File: config.mk
export PLATFORM = sky130hd
export DESIGN_NAME = sst_ctrl
export DESIGN_NICKNAME = d
export VERILOG_FILES = /design/src/sst_pkg.sv /design/src/sst_ctrl.sv
export SDC_FILE = /design/constraint.sdc
export NUM_CORES = 1
export LEC_CHECK = 0
export BUFFER_PORTS_ARGS = -buffer_cell sky130_fd_sc_hd__buf_2
export CAP_MARGIN = 10
export CORE_MARGIN = 3
export CORE_UTILIZATION = 55
export DETAILED_ROUTE_END_ITERATION = 6
export GPL_ROUTABILITY_DRIVEN = 0
export HOLD_SLACK_MARGIN = 0.12
export PLACE_DENSITY = 0.74
export SLEW_MARGIN = 20
export SYNTH_ARGS = -nofsm -noshare
export SYNTH_HDL_FRONTEND = slang
export SYNTH_SLANG_ARGS = --single-unit
export TNS_END_PERCENT = 1
File: constraint.sdc
create_clock -name clk_i -period 3.4 [get_ports clk_i]
set_clock_uncertainty 0.15 [all_clocks]
set_input_delay 0.34 -clock clk_i [delete_from_list [all_inputs] [get_ports clk_i]]
set_output_delay 0.34 -clock clk_i [all_outputs]
set_load 0.01 [all_outputs]
File: src/sst_pkg.sv
package sst_pkg;

  localparam int unsigned SESSIONS = 1024;
  localparam int unsigned SID_W    = 10;
  localparam int unsigned ST_W     = 4;
  localparam int unsigned ADDR_W   = (SESSIONS > 1) ? $clog2(SESSIONS) : 1;

  // Request kinds as carried on the input tuser
  localparam logic [2:0] KIND_TX_RW   = 3'd0;
  localparam logic [2:0] KIND_TX_LKUP = 3'd1;
  localparam logic [2:0] KIND_RX_RW   = 3'd2;
  localparam logic [2:0] KIND_TIMER   = 3'd3;
  localparam logic [2:0] KIND_IDLE    = 3'd4;

  localparam logic [ST_W-1:0] ST_CLOSED = '0;

  typedef enum logic [2:0] {
    RK_DONE     = 3'd0,
    RK_TX_RSP   = 3'd1,
    RK_LKUP_RSP = 3'd2,
    RK_RX_RSP   = 3'd3,
    RK_RELEASE  = 3'd4,
    RK_PARKED   = 3'd5,
    RK_REFUSED  = 3'd6
  } res_kind_e;

  typedef struct packed {
    logic [2:0]       kind;
    logic [SID_W-1:0] sid;
    logic             wr;
    logic [ST_W-1:0]  st;
  } req_t;

  typedef struct packed {
    logic              en;
    logic              we;
    logic [ADDR_W-1:0] addr;
    logic [ST_W-1:0]   wdata;
  } mem_op_t;

  typedef struct packed {
    res_kind_e        kind;
    logic [SID_W-1:0] sess;
    logic             rd;
  } res_t;

  // Store index of a session id; the modulus folds to a mask for a power of two.
  function automatic logic [ADDR_W-1:0] addr_of(input logic [SID_W-1:0] sid);
    logic [31:0] x;
    x = 32'(sid);
    return ADDR_W'(x % SESSIONS);
  endfunction

endpackage

File: src/sst_ctrl.sv
module sst_ctrl (
  input  logic             clk_i,
  input  logic             rst_ni,
  input  sst_pkg::req_t    req_i,
  input  logic             commit_i,
  output sst_pkg::mem_op_t mem_op_o,
  output sst_pkg::res_t    res_o
);

  logic                      tx_lock_v_q, tx_lock_v_d;
  logic [sst_pkg::SID_W-1:0] tx_lock_s_q, tx_lock_s_d;
  logic                      rx_lock_v_q, rx_lock_v_d;
  logic [sst_pkg::SID_W-1:0] rx_lock_s_q, rx_lock_s_d;
  logic                      tx_park_v_q, tx_park_v_d;
  sst_pkg::req_t             tx_park_q, tx_park_d;
  logic                      rx_park_v_q, rx_park_v_d;
  sst_pkg::req_t             rx_park_q, rx_park_d;
  logic                      tm_park_v_q, tm_park_v_d;
  logic [sst_pkg::SID_W-1:0] tm_park_s_q, tm_park_s_d;

  // Work selected for execution this pass, direct or from a parking slot
  logic                      ex_tx, ex_rx, ex_tm;
  logic [sst_pkg::SID_W-1:0] ex_sid;
  logic                      ex_wr;
  logic [sst_pkg::ST_W-1:0]  ex_st;

  function automatic logic tx_blk(input logic rv, input logic [sst_pkg::SID_W-1:0] rs,
                                  input logic [sst_pkg::SID_W-1:0] s);
    return rv && (rs == s);
  endfunction

  always_comb begin
    ex_tx       = 1'b0;
    ex_rx       = 1'b0;
    ex_tm       = 1'b0;
    ex_sid      = req_i.sid;
    ex_wr       = req_i.wr;
    ex_st       = req_i.st;
    tx_park_v_d = tx_park_v_q;
    tx_park_d   = tx_park_q;
    rx_park_v_d = rx_park_v_q;
    rx_park_d   = rx_park_q;
    tm_park_v_d = tm_park_v_q;
    tm_park_s_d = tm_park_s_q;
    tx_lock_v_d = tx_lock_v_q;
    tx_lock_s_d = tx_lock_s_q;
    rx_lock_v_d = rx_lock_v_q;
    rx_lock_s_d = rx_lock_s_q;
    mem_op_o    = '0;
    res_o       = '{kind: sst_pkg::RK_DONE, sess: '0, rd: 1'b0};

    unique case (req_i.kind)
      sst_pkg::KIND_TX_RW: begin
        if (tx_park_v_q) begin
          res_o.kind = sst_pkg::RK_REFUSED;
        end else if (tx_blk(rx_lock_v_q, rx_lock_s_q, req_i.sid)) begin
          tx_park_v_d = 1'b1;
          tx_park_d   = req_i;
          res_o.kind  = sst_pkg::RK_PARKED;
        end else begin
          ex_tx = 1'b1;
        end
      end
      sst_pkg::KIND_TX_LKUP: begin
        mem_op_o.en   = 1'b1;
        mem_op_o.addr = sst_pkg::addr_of(req_i.sid);
        res_o.kind    = sst_pkg::RK_LKUP_RSP;
        res_o.rd      = 1'b1;
      end
      sst_pkg::KIND_RX_RW: begin
        if (rx_park_v_q) begin
          res_o.kind = sst_pkg::RK_REFUSED;
        end else if (tx_blk(tx_lock_v_q, tx_lock_s_q, req_i.sid)) begin
          rx_park_v_d = 1'b1;
          rx_park_d   = req_i;
          res_o.kind  = sst_pkg::RK_PARKED;
        end else begin
          ex_rx = 1'b1;
        end
      end
      sst_pkg::KIND_TIMER: begin
        if (tm_park_v_q) begin
          res_o.kind = sst_pkg::RK_REFUSED;
        end else if (tx_blk(rx_lock_v_q, rx_lock_s_q, req_i.sid) ||
                     tx_blk(tx_lock_v_q, tx_lock_s_q, req_i.sid)) begin
          tm_park_v_d = 1'b1;
          tm_park_s_d = req_i.sid;
          res_o.kind  = sst_pkg::RK_PARKED;
        end else begin
          ex_tm = 1'b1;
        end
      end
      sst_pkg::KIND_IDLE: begin
        // retry only the first occupied slot: tx, then rx, then timer
        priority if (tx_park_v_q) begin
          ex_sid = tx_park_q.sid;
          ex_wr  = tx_park_q.wr;
          ex_st  = tx_park_q.st;
          if (tx_blk(rx_lock_v_q, rx_lock_s_q, tx_park_q.sid)) begin
            res_o.kind = sst_pkg::RK_PARKED;
          end else begin
            tx_park_v_d = 1'b0;
            ex_tx       = 1'b1;
          end
        end else if (rx_park_v_q) begin
          ex_sid = rx_park_q.sid;
          ex_wr  = rx_park_q.wr;
          ex_st  = rx_park_q.st;
          if (tx_blk(tx_lock_v_q, tx_lock_s_q, rx_park_q.sid)) begin
            res_o.kind = sst_pkg::RK_PARKED;
          end else begin
            rx_park_v_d = 1'b0;
            ex_rx       = 1'b1;
          end
        end else if (tm_park_v_q) begin
          ex_sid = tm_park_s_q;
          if (tx_blk(rx_lock_v_q, rx_lock_s_q, tm_park_s_q) ||
              tx_blk(tx_lock_v_q, tx_lock_s_q, tm_park_s_q)) begin
            res_o.kind = sst_pkg::RK_PARKED;
          end else begin
            tm_park_v_d = 1'b0;
            ex_tm       = 1'b1;
          end
        end else begin
          res_o.kind = sst_pkg::RK_DONE;
        end
      end
      default: begin
        res_o.kind = sst_pkg::RK_REFUSED;
      end
    endcase

    mem_op_o.addr = (ex_tx || ex_rx || ex_tm) ? sst_pkg::addr_of(ex_sid) : mem_op_o.addr;

    if (ex_tx) begin
      mem_op_o.en = 1'b1;
      if (ex_wr) begin
        mem_op_o.we    = 1'b1;
        mem_op_o.wdata = ex_st;
        tx_lock_v_d    = 1'b0;
        res_o.kind     = sst_pkg::RK_DONE;
      end else begin
        tx_lock_v_d = 1'b1;
        tx_lock_s_d = ex_sid;
        res_o.kind  = sst_pkg::RK_TX_RSP;
        res_o.rd    = 1'b1;
      end
    end

    if (ex_rx) begin
      mem_op_o.en = 1'b1;
      if (ex_wr) begin
        mem_op_o.we    = 1'b1;
        mem_op_o.wdata = ex_st;
        rx_lock_v_d    = 1'b0;
        if (ex_st == sst_pkg::ST_CLOSED) begin
          res_o.kind = sst_pkg::RK_RELEASE;
          res_o.sess = ex_sid;
        end else begin
          res_o.kind = sst_pkg::RK_DONE;
        end
      end else begin
        rx_lock_v_d = 1'b1;
        rx_lock_s_d = ex_sid;
        res_o.kind  = sst_pkg::RK_RX_RSP;
        res_o.rd    = 1'b1;
      end
    end

    if (ex_tm) begin
      mem_op_o.en    = 1'b1;
      mem_op_o.we    = 1'b1;
      mem_op_o.wdata = sst_pkg::ST_CLOSED;
      res_o.kind     = sst_pkg::RK_RELEASE;
      res_o.sess     = ex_sid;
    end

    if (!commit_i) begin
      mem_op_o.en = 1'b0;
    end
  end

  always_ff @(posedge clk_i or negedge rst_ni) begin
    if (!rst_ni) begin
      tx_lock_v_q <= 1'b0;
      tx_lock_s_q <= '0;
      rx_lock_v_q <= 1'b0;
      rx_lock_s_q <= '0;
      tx_park_v_q <= 1'b0;
      tx_park_q   <= '0;
      rx_park_v_q <= 1'b0;
      rx_park_q   <= '0;
      tm_park_v_q <= 1'b0;
      tm_park_s_q <= '0;
    end else if (commit_i) begin
      tx_lock_v_q <= tx_lock_v_d;
      tx_lock_s_q <= tx_lock_s_d;
      rx_lock_v_q <= rx_lock_v_d;
      rx_lock_s_q <= rx_lock_s_d;
      tx_park_v_q <= tx_park_v_d;
      tx_park_q   <= tx_park_d;
      rx_park_v_q <= rx_park_v_d;
      rx_park_q   <= rx_park_d;
      tm_park_v_q <= tm_park_v_d;
      tm_park_s_q <= tm_park_s_d;
    end
  end

endmodule

==> results of run 1 <==
through the flow:
stage	util [%]	worst slack (ns)	instances
floorplan	-	1.03	417
global placement	62.3	0.525	553
detailed placement	62.3	0.461	553
CTS	65.9	0.143	572
global route	65.9	0.0368	572
finish	65.9	0.171	572
flip-flops by register name, summed over array words and instances (netlist names):
name	count
tx_park_v_q	1
rx_lock_s_q	10
tm_park_s_q	10
rx_park_q	15
rx_lock_v_q	1
tx_park_q	15
tx_lock_s_q	10
rx_park_v_q	1
tx_lock_v_q	1
tm_park_v_q	1
cells by family after synthesis:
kind of cell	after synthesis
simple gates	108
compound gates	89
flops	65
xor+xnor	60
mux	58
buf+inv	37
report_power, final:
| part | internal [uW] | switching, uW |
|---|---|---|
| clock network | 488 | 307 |
| registers | 883 | 192 |
| logic | 410 | 351 |
| total | 1780 | 849 |
cells in the final DEF (no fill, tap or decap), types with 4 or more instances in the layout:
cell type / n
dfrtp_1: 65
xnor2_1: 60
buf_2: 50
o21ai_0: 34
nand2_1: 32
mux2_2: 24
mux2_1: 17
buf_4: 17
mux2_4: 16
nor2b_1: 15
nand4_1: 14
nor2_1: 13
a22o_1: 12
a21oi_1: 9
clkbuf_8: 9
nand3_1: 8
a221o_1: 8
inv_1: 6
nor3_1: 4
o21a_1: 4
layout make-up:
class / count / area [um2]
well taps: 99 / 124
fillers: 591 / 2550
clock buffers: 11 / 131
repair buffers: 70 / 408
inverters: 7 / 26.3
clock inverters: 5 / 104
flip-flops and latches: 65 / 1630
multi-input cells: 315 / 2510
worst min-delay path, stage by stage:
cell and delay, ns:
buf_2 0.13, nand2_1 0.05, o21ai_0 0.07
worst max path at each step:
stage / endpoint / cells past startpoint / slack [ns] / start
2_1_floorplan: res_o[2] / 9 / 1.03 / req_i[16]
3_3_place_gp: res_o[1] / 10 / 0.52 / req_i[14]
3_5_place_dp: res_o[8] / 10 / 0.46 / req_i[10]
4_1_cts: res_o[8] / 9 / 0.14 / rx_lock_s_q[5]$_DFFE_PN0P_
5_1_grt: res_o[8] / 9 / 0.04 / rx_park_v_q$_DFFE_PN0P_
6_report: mem_op_o[4] / 9 / 0.17 / rx_lock_s_q[9]$_DFFE_PN0P_
timing repair:
item | in CTS | in global routing
gates resized for setup | 0 | 2
hold buffers | 3 | 0
setup endpoints to repair | 0 | 3
endpoints found under the hold margin | 32 | 0
routing by layer:
metal | share of wire, % | vias to the layer above | global-route usage (%)
met5 | 0 | - | 0
met4 | 2.0 | 0 | 7.33
met3 | 9.3 | 32 | 7.58
met2 | 46 | 208 | 42.9
met1 | 43 | 1722 | 39.9
li1 | - | 1598 | -
==> results.toml, run 1 <==
[status]
outcome = "completed"

[logic_synthesis]
yosys.area_share.simple_pct = 14.3
synthAdderAreaFrac_pct = 0
seq_area_frac_synth_pct = 37.2
yosysMostFrequentCell = "dfrtp_1"
async_reset_ff_share_pct = 100
yosys_warnings = 0
synth-compound-area-share_pct = 14.6
synth_commonest_cells = "dfrtp_1, xnor2_1, o21ai_0"
synth.net_count = 438
synth_top_area_share_pct = 37.2
synthMuxAreaShare_pct = 16.3
ys.flop_type = "dfrtp_1"
synth_edf_count = 0
ys_top_cells_by_area = "dfrtp_1, xnor2_1, mux2_2"
synth_xor_area_share_pct = 12.0
synth.ff_latch_count = 65
synth_cells = 417
yosys.area.top_type = "dfrtp_1"
ys_types = 60
syn_area_mm2 = 0.00437
synth_top_family_by_area = "multiplexers"
avgSynthCellArea_um2 = 10.5

[worst_setup_path]
r2r_cells = 7
crit_type = "reg2out"
crit_family = "simple AND/OR/NAND/NOR gates"
startpoint_type = "flop"
crit_arrival_ns = 2.74
max_stage_delay_ns = 0.44
setup.worst_path.end_class = "output pin"
timing.rr.start = "rx_lock_s_q[9]$_DFFE_PN0P_"
rr_endpoint = "tm_park_s_q[2]$_DFFE_PN0P_"
cp_slowest_cell = "dfrtp_1"
critical_path_required_ns = 2.91
crit_chain = "xnor2_1 -> nand4_1 -> nor3_4 -> nor2_1 -> a32oi_1 -> nand2_1 -> buf_4 -> a22o_1 -> buf_2"
crit_buf_inv = 2
critPathMaxFanout = 11
r2r_slack_ns = 0.68

[global_route]
grt_overflow = 0
grt_first_pass_wirelength_mm = 19.1
grt_max_degree = 32
first_global_vias = 3488
antenna_found_initial = 0
grt_use_total_pct = 28.2

[timing]
max_slew_margin_pct = 39.9
hold_viol = 0
whs_ns = 0.137
finalSetupTns_ns = 0
rsz0062_at_grt = "no"
worst_pin_slew_ns = 0.900
max_freq_mhz = 310
min_period_ns = 3.23
setup_violations = 0
drv_slew = 0
fin_crit_sh_pct = 95.0

[power_and_ir_drop]
leakage_uw = 0.00224
p_per_area_mw_per_mm2 = 533
ir_worst_vdd_v = 0.000285
p_total_uw = 2630

[floorplanning]
dieHeight_um = 95.2
dieWidth_um = 95.2
start_util_pct = 58.4
dieArea_mm2 = 0.00906
placeableCoreArea_mm2 = 0.00749
num_rows = 31
io_pins = 51

[final_layout]
fin_area_mm2 = 0.00493
diodes = 0
drive_above_1_share_pct = 30.0
areaGrowthSynthToFinish_pct = 12.8
final_nets = 489

[routing]
drt_iter0_markers = 323
drtAntennaViolNets = 0
via_per_inst = 6.22
vias = 3560
first_pass_iters = 5
routedWlPerCell_um = 21.2
routed_wl_mm = 12.1
drc = 0

[hold_path]
hold-path-cell-count = 3
min_to = "rx_park_q[4]$_DFFE_PN0P_"
min_path_type = "in2reg"
hp-start = "req_i[4]"

[cts]
tritoncts = "yes"
cts_sinks = 65
clk_pin_slew_ns = 0.08
post-cts-setup-buffers = 0
cts_buffers = 9
clockRootBuffer = "clkbuf_8"
clockBufferDepth = 2
clk_latency_ns = 0.34
h-tree-depth = 3

[place]
placed_area_mm2 = 0.00466
io_buffer_count = 50
post-dp-hpwl_mm = 8.65

[job]
max_cap_viol_count = 0
Power figures use the tool's default switching activity.
==> inputs of run 2 (changes only) <==
--- a/config.mk
+++ b/config.mk
@@ -17,4 +17,4 @@
 export SYNTH_ARGS = -nofsm -noshare
 export SYNTH_HDL_FRONTEND = slang
 export SYNTH_SLANG_ARGS = --single-unit
-export TNS_END_PERCENT = 1
+export TNS_END_PERCENT = 30
==> constraint.sdc (replaced) <==
create_clock -name clk_i -period 3.8 [get_ports clk_i]
set_clock_uncertainty 0.15 [all_clocks]
set_input_delay 0.38 -clock clk_i [delete_from_list [all_inputs] [get_ports clk_i]]
set_output_delay 0.38 -clock clk_i [all_outputs]
set_load 0.01 [all_outputs]
==> results.toml, run 2 (same netlist as run 1, synthesis figures left out) <==
[status]
outcome = "completed"

[timing]
max_slew_margin_pct = 40.5
worst_pin_slew_ns = 0.890
fin_crit_sh_pct = 92.8
setup_violations = 0
drv_slew = 0
rsz0062_at_grt = "no"
hold_viol = 0
finalSetupTns_ns = 0
min_period_ns = 3.53
max_freq_mhz = 284

[final_layout]
areaGrowthSynthToFinish_pct = 11.1
fin_area_mm2 = 0.00486
final.fill_count = 614
reg_top3 = "rx_park_q x15, tx_park_q x15"
mostFrequentLayoutCells = "dfrtp_1, xnor2_1, buf_2, o21ai_0, nand2_1"
layout_commonest_cell = "dfrtp_1"
final_nets = 482
diodes = 0
drive_above_1_share_pct = 29.4

[worst_setup_path]
max_stage_delay_ns = 0.45
setup.worst_path.end_class = "output pin"
startpoint_type = "flop"
crit_arrival_ns = 3.00
crit_chain = "xnor2_1 -> nand4_1 -> nor3_4 -> nor2_1 -> a32oi_1 -> nand2_1 -> a22o_1 -> buf_2"
critPathMaxFanout = 11
cp_slowest_cell = "dfrtp_1"
critical_path_required_ns = 3.27
crit_type = "reg2out"

[cts]
clockBufferDepth = 2
clockRootBuffer = "clkbuf_8"
cts_sinks = 65
clk_pin_slew_ns = 0.07
clk_latency_ns = 0.34
h-tree-depth = 3
post-cts-setup-buffers = 0
cts_buffers = 9
tritoncts = "yes"

[place]
post-dp-hpwl_mm = 8.29
io_buffer_count = 50
placed_area_mm2 = 0.00463

[global_route]
first_global_vias = 3392
grt_max_degree = 43
grt_overflow = 0
grt_use_total_pct = 28.6
grt_first_pass_wirelength_mm = 19.3
antenna_found_initial = 0

[floorplanning]
dieHeight_um = 95.2
start_util_pct = 58.4
dieWidth_um = 95.2
dieArea_mm2 = 0.00906
io_pins = 51
placeableCoreArea_mm2 = 0.00749
num_rows = 31

[job]
max_cap_viol_count = 0

[power_and_ir_drop]
p_per_area_mw_per_mm2 = 476
leakage_uw = 0.00220
ir_worst_vdd_v = 0.000236
p_total_uw = 2310

[routing]
via_per_inst = 6.25
drt_iter0_markers = 347
first_pass_iters = 5
drc = 0
vias = 3530
routed_wl_mm = 12.1
routedWlPerCell_um = 21.4
drtAntennaViolNets = 0

[hold_path]
min_path_type = "in2reg"
-- run 2: path summary, 6_finish.rpt --
kind / end / from / slack [ns] / depth (start not counted)
max: mem_op_o[4] / rx_lock_s_q[4]$_DFFE_PN0P_ / 0.27 / 8
min: rx_park_q[3]$_DFFE_PN0P_ / req_i[3] / 0.15 / 3
min reg2reg: tx_park_q[2]$_DFFE_PN0P_ / tx_park_q[2]$_DFFE_PN0P_ / 0.36 / 1
max in group asynchronous: tx_lock_s_q[0]$_DFFE_PN0P_ / rst_ni / 2.09 / 3
min in group asynchronous: tx_lock_s_q[5]$_DFFE_PN0P_ / rst_ni / 0.42 / 2
max reg2reg: tm_park_s_q[7]$_DFFE_PN0P_ / rx_lock_s_q[4]$_DFFE_PN0P_ / 1.04 / 7
-- run 2: worst max-delay path, delay by kind of cell (launching register included) --
family	cells	cell delay, ns
AO/OA/AOI/OAI	2	0.68
XOR/XNOR	1	0.29
AND/OR/NAND/NOR	4	1.10
buffers and inverters	1	0.14
flip-flops	1	0.45
-- run 2: area by class of cell --
| type | count | area (um2) | share of cell area (%) |
|---|---|---|---|
| Multi-Input combinational cell | 315 | 2510 | 51.7 |
| Sequential cell | 65 | 1630 | 33.5 |
| Timing Repair Buffer | 63 | 350 | 7.21 |
| Clock buffer | 11 | 141 | 2.91 |
| Tap cell | 99 | 124 | 2.55 |
| Clock inverter | 5 | 78.8 | 1.62 |
| Inverter | 7 | 26.3 | 0.541 |
-- run 2: what timing repair did --
action | in CTS | in global routing
endpoints found under the hold margin | 23 | 0
hold buffers | 1 | 0
gates resized for setup | 0 | 1
setup endpoints to repair | 0 | 5
-- run 2: power by group --
group / leakage, uW / internal [uW] / switching (uW)
clock network: 0.000113 / 387 / 282
registers: 0.000853 / 790 / 177
logic: 0.00123 / 363 / 315
total: 0.00220 / 1540 / 773
-- run 2: layer usage --
metal / vias up / track usage [%] / share of wire (%) / wire length, um
met5: - / 0 / 0 / 0
met4: 0 / 7.45 / 1.9 / 232
met3: 24 / 5.92 / 7.8 / 939
met2: 188 / 42.9 / 46 / 5570
met1: 1741 / 41.9 / 44 / 5360
li1: 1577 / - / - / -
-- run 2: metrics by stage --
step	util (%)	cells	hold slack, ns	setup WS (ns)
finish	64.9	565	0.154	0.274
global route	64.9	565	0.146	0.0920
CTS	64.9	565	0.156	0.110
detailed placement	61.8	548	0.277	0.483
global placement	61.8	548	0.285	0.502
floorplan	-	417	-0.0656	1.35
==> inputs of run 3 (changes only) <==
--- a/config.mk
+++ b/config.mk
@@ -13,6 +13,7 @@
 export GPL_ROUTABILITY_DRIVEN = 0
 export HOLD_SLACK_MARGIN = 0.12
 export PLACE_DENSITY = 0.74
+export SETUP_SLACK_MARGIN = 0.4
 export SLEW_MARGIN = 20
 export SYNTH_ARGS = -nofsm -noshare
 export SYNTH_HDL_FRONTEND = slang
==> results.toml, run 3 (same netlist as run 1, synthesis figures left out) <==
[status]
outcome = "completed"

[place]
placed_area_mm2 = 0.00463
io_buffer_count = 50
post-dp-hpwl_mm = 8.29

[final_layout]
mostFrequentLayoutCells = "dfrtp_1, xnor2_1, buf_2, o21ai_0, nand2_1"
diodes = 0
layout_commonest_cell = "dfrtp_1"
drive_above_1_share_pct = 30.6
final_nets = 484
areaGrowthSynthToFinish_pct = 12.0
reg_top3 = "rx_park_q x15, tx_park_q x15"
fin_area_mm2 = 0.00490

[power_and_ir_drop]
p_total_uw = 2320
leakage_uw = 0.00221
p_int_uw = 1540
ir_worst_vdd_v = 0.000237
pwr-share-comb_pct = 29.5
clkPwrFrac_pct = 28.8
p_sw_share_pct = 33.4
power_switching_uw = 773
p_per_area_mw_per_mm2 = 473
seqPwrFrac_pct = 41.7

[cts]
clockBufferDepth = 2
cts_sinks = 65
clk_latency_ns = 0.34
tritoncts = "yes"
clockRootBuffer = "clkbuf_8"
clk_pin_slew_ns = 0.08
cts_buffers = 9
h-tree-depth = 3

[routing]
drt_iter0_markers = 369
routedWlPerCell_um = 21.3
routed_wl_mm = 12.1
vias = 3561
via_per_inst = 6.28
first_pass_iters = 6
drtAntennaViolNets = 0
drc = 0

[global_route]
grt_use_total_pct = 28.5
grt_first_pass_wirelength_mm = 19.3
first_global_vias = 3401
antenna_found_initial = 0
grt_max_degree = 43
grt_overflow = 0

[worst_setup_path]
rr_endpoint = "tm_park_s_q[7]$_DFFE_PN0P_"
timing.rr.start = "rx_lock_s_q[4]$_DFFE_PN0P_"
max_stage_delay_ns = 0.52
cp_slowest_cell = "dfrtp_4"
critPathMaxFanout = 12
setup.worst_path.start = "tx_park_v_q$_DFFE_PN0P_"
startpoint_type = "flop"
crit_family = "simple AND/OR/NAND/NOR gates"
crit_buf_inv = 3
crit_type = "reg2out"
crit_chain = "buf_4 -> or2_2 -> a21oi_1 -> a21oi_1 -> and4bb_1 -> o2111ai_1 -> and2_4 -> buf_4 -> nor2b_1 -> buf_2"
setup.worst_path.end_class = "output pin"
r2r_cells = 7
crit_path_end = "res_o[9]"
path_depth = 10
r2r_slack_ns = 1.06
crit_arrival_ns = 2.72
critical_path_required_ns = 3.27

[timing]
min_period_ns = 3.25
fin_crit_sh_pct = 85.6
rsz0062_at_grt = "no"
max_slew_margin_pct = 40.6
drv_slew = 0
max_freq_mhz = 307
finalSetupTns_ns = 0
worst_pin_slew_ns = 0.889
setup_violations = 0
hold_viol = 0

[floorplanning]
start_util_pct = 58.4
placeableCoreArea_mm2 = 0.00749
dieHeight_um = 95.2
dieArea_mm2 = 0.00906
num_rows = 31
dieWidth_um = 95.2
io_pins = 51

[job]
max_cap_viol_count = 0

[hold_path]
min_path_type = "in2reg"
-- run 3: cell types whose count changed in the layout (fill, tap and decap cells not counted), sizes merged --
cell,before,now
buf,62,64
-- run 3: timing repair --
item,in CTS,in global routing
setup buffers,0,2
gates resized for setup,3,5
pin swaps,0,1
setup endpoints to repair,22,20
hold endpoints to repair,23,0
hold buffers,1,0
-- run 3: worst register-to-register path, stage by stage, from the launching register on --
cell and delay [ns]:
dfrtp_1 0.45, xnor2_1 0.27, nand4_1 0.20, nor3_4 0.32, nor2_1 0.13, nor2_1 0.17
and2_1 0.55, mux2_1 0.39
-- run 3: metal layers --
metal / vias to the layer above / track usage, % / part of all wire, %
met5: - / 0 / 0
met4: 0 / 7.93 / 2.1
met3: 23 / 5.92 / 8.0
met2: 200 / 42.7 / 46
met1: 1754 / 41.7 / 44
li1: 1584 / - / -
-- run 3: layout make-up --
cell class                      count  area [um2]
Fill cell                         608        2590
Multi-Input combinational cell    315        2530
Sequential cell                    65        1630
Timing Repair Buffer               65         365
Clock buffer                       11         141
Tap cell                           99         124
Clock inverter                      5        78.8
Inverter                            7        26.3
-- run 3: power by group through the flow --
stage | logic, uW | registers (uW) | clock network (uW)
finish | 684 | 965 | 668
global route | 738 | 979 | 718
CTS | 674 | 962 | 672
detailed placement | 664 | 972 | 0
global placement | 655 | 966 | 0
floorplan | 517 | 927 | 0
-- run 3: through the flow --
| stage | cells | setup slack, ns | hold slack (ns) | util, % |
|---|---|---|---|---|
| after floorplan | 417 | 1.35 | -0.0656 | - |
| after global placement | 548 | 0.502 | 0.285 | 61.8 |
| after detailed placement | 548 | 0.483 | 0.277 | 61.8 |
| after CTS | 565 | 0.410 | 0.156 | 65.0 |
| after global routing | 567 | 0.391 | 0.146 | 65.5 |
| final | 567 | 0.546 | 0.155 | 65.5 |
-- run 3: worst min-delay path by stage --
stage | depth (start not counted) | startpoint | slack, ns | endpoint
after detailed placement | 1 | rst_ni | 0.28 | tx_lock_s_q[5]$_DFFE_PN0P_
after CTS | 3 | req_i[3] | 0.16 | rx_park_q[3]$_DFFE_PN0P_
final | 3 | req_i[3] | 0.15 | rx_park_q[3]$_DFFE_PN0P_
after floorplan | 0 | rst_ni | -0.07 | rx_lock_s_q[0]$_DFFE_PN0P_
after global routing | 2 | req_i[3] | 0.15 | tx_park_q[3]$_DFFE_PN0P_
after global placement | 1 | rst_ni | 0.29 | tx_lock_s_q[5]$_DFFE_PN0P_
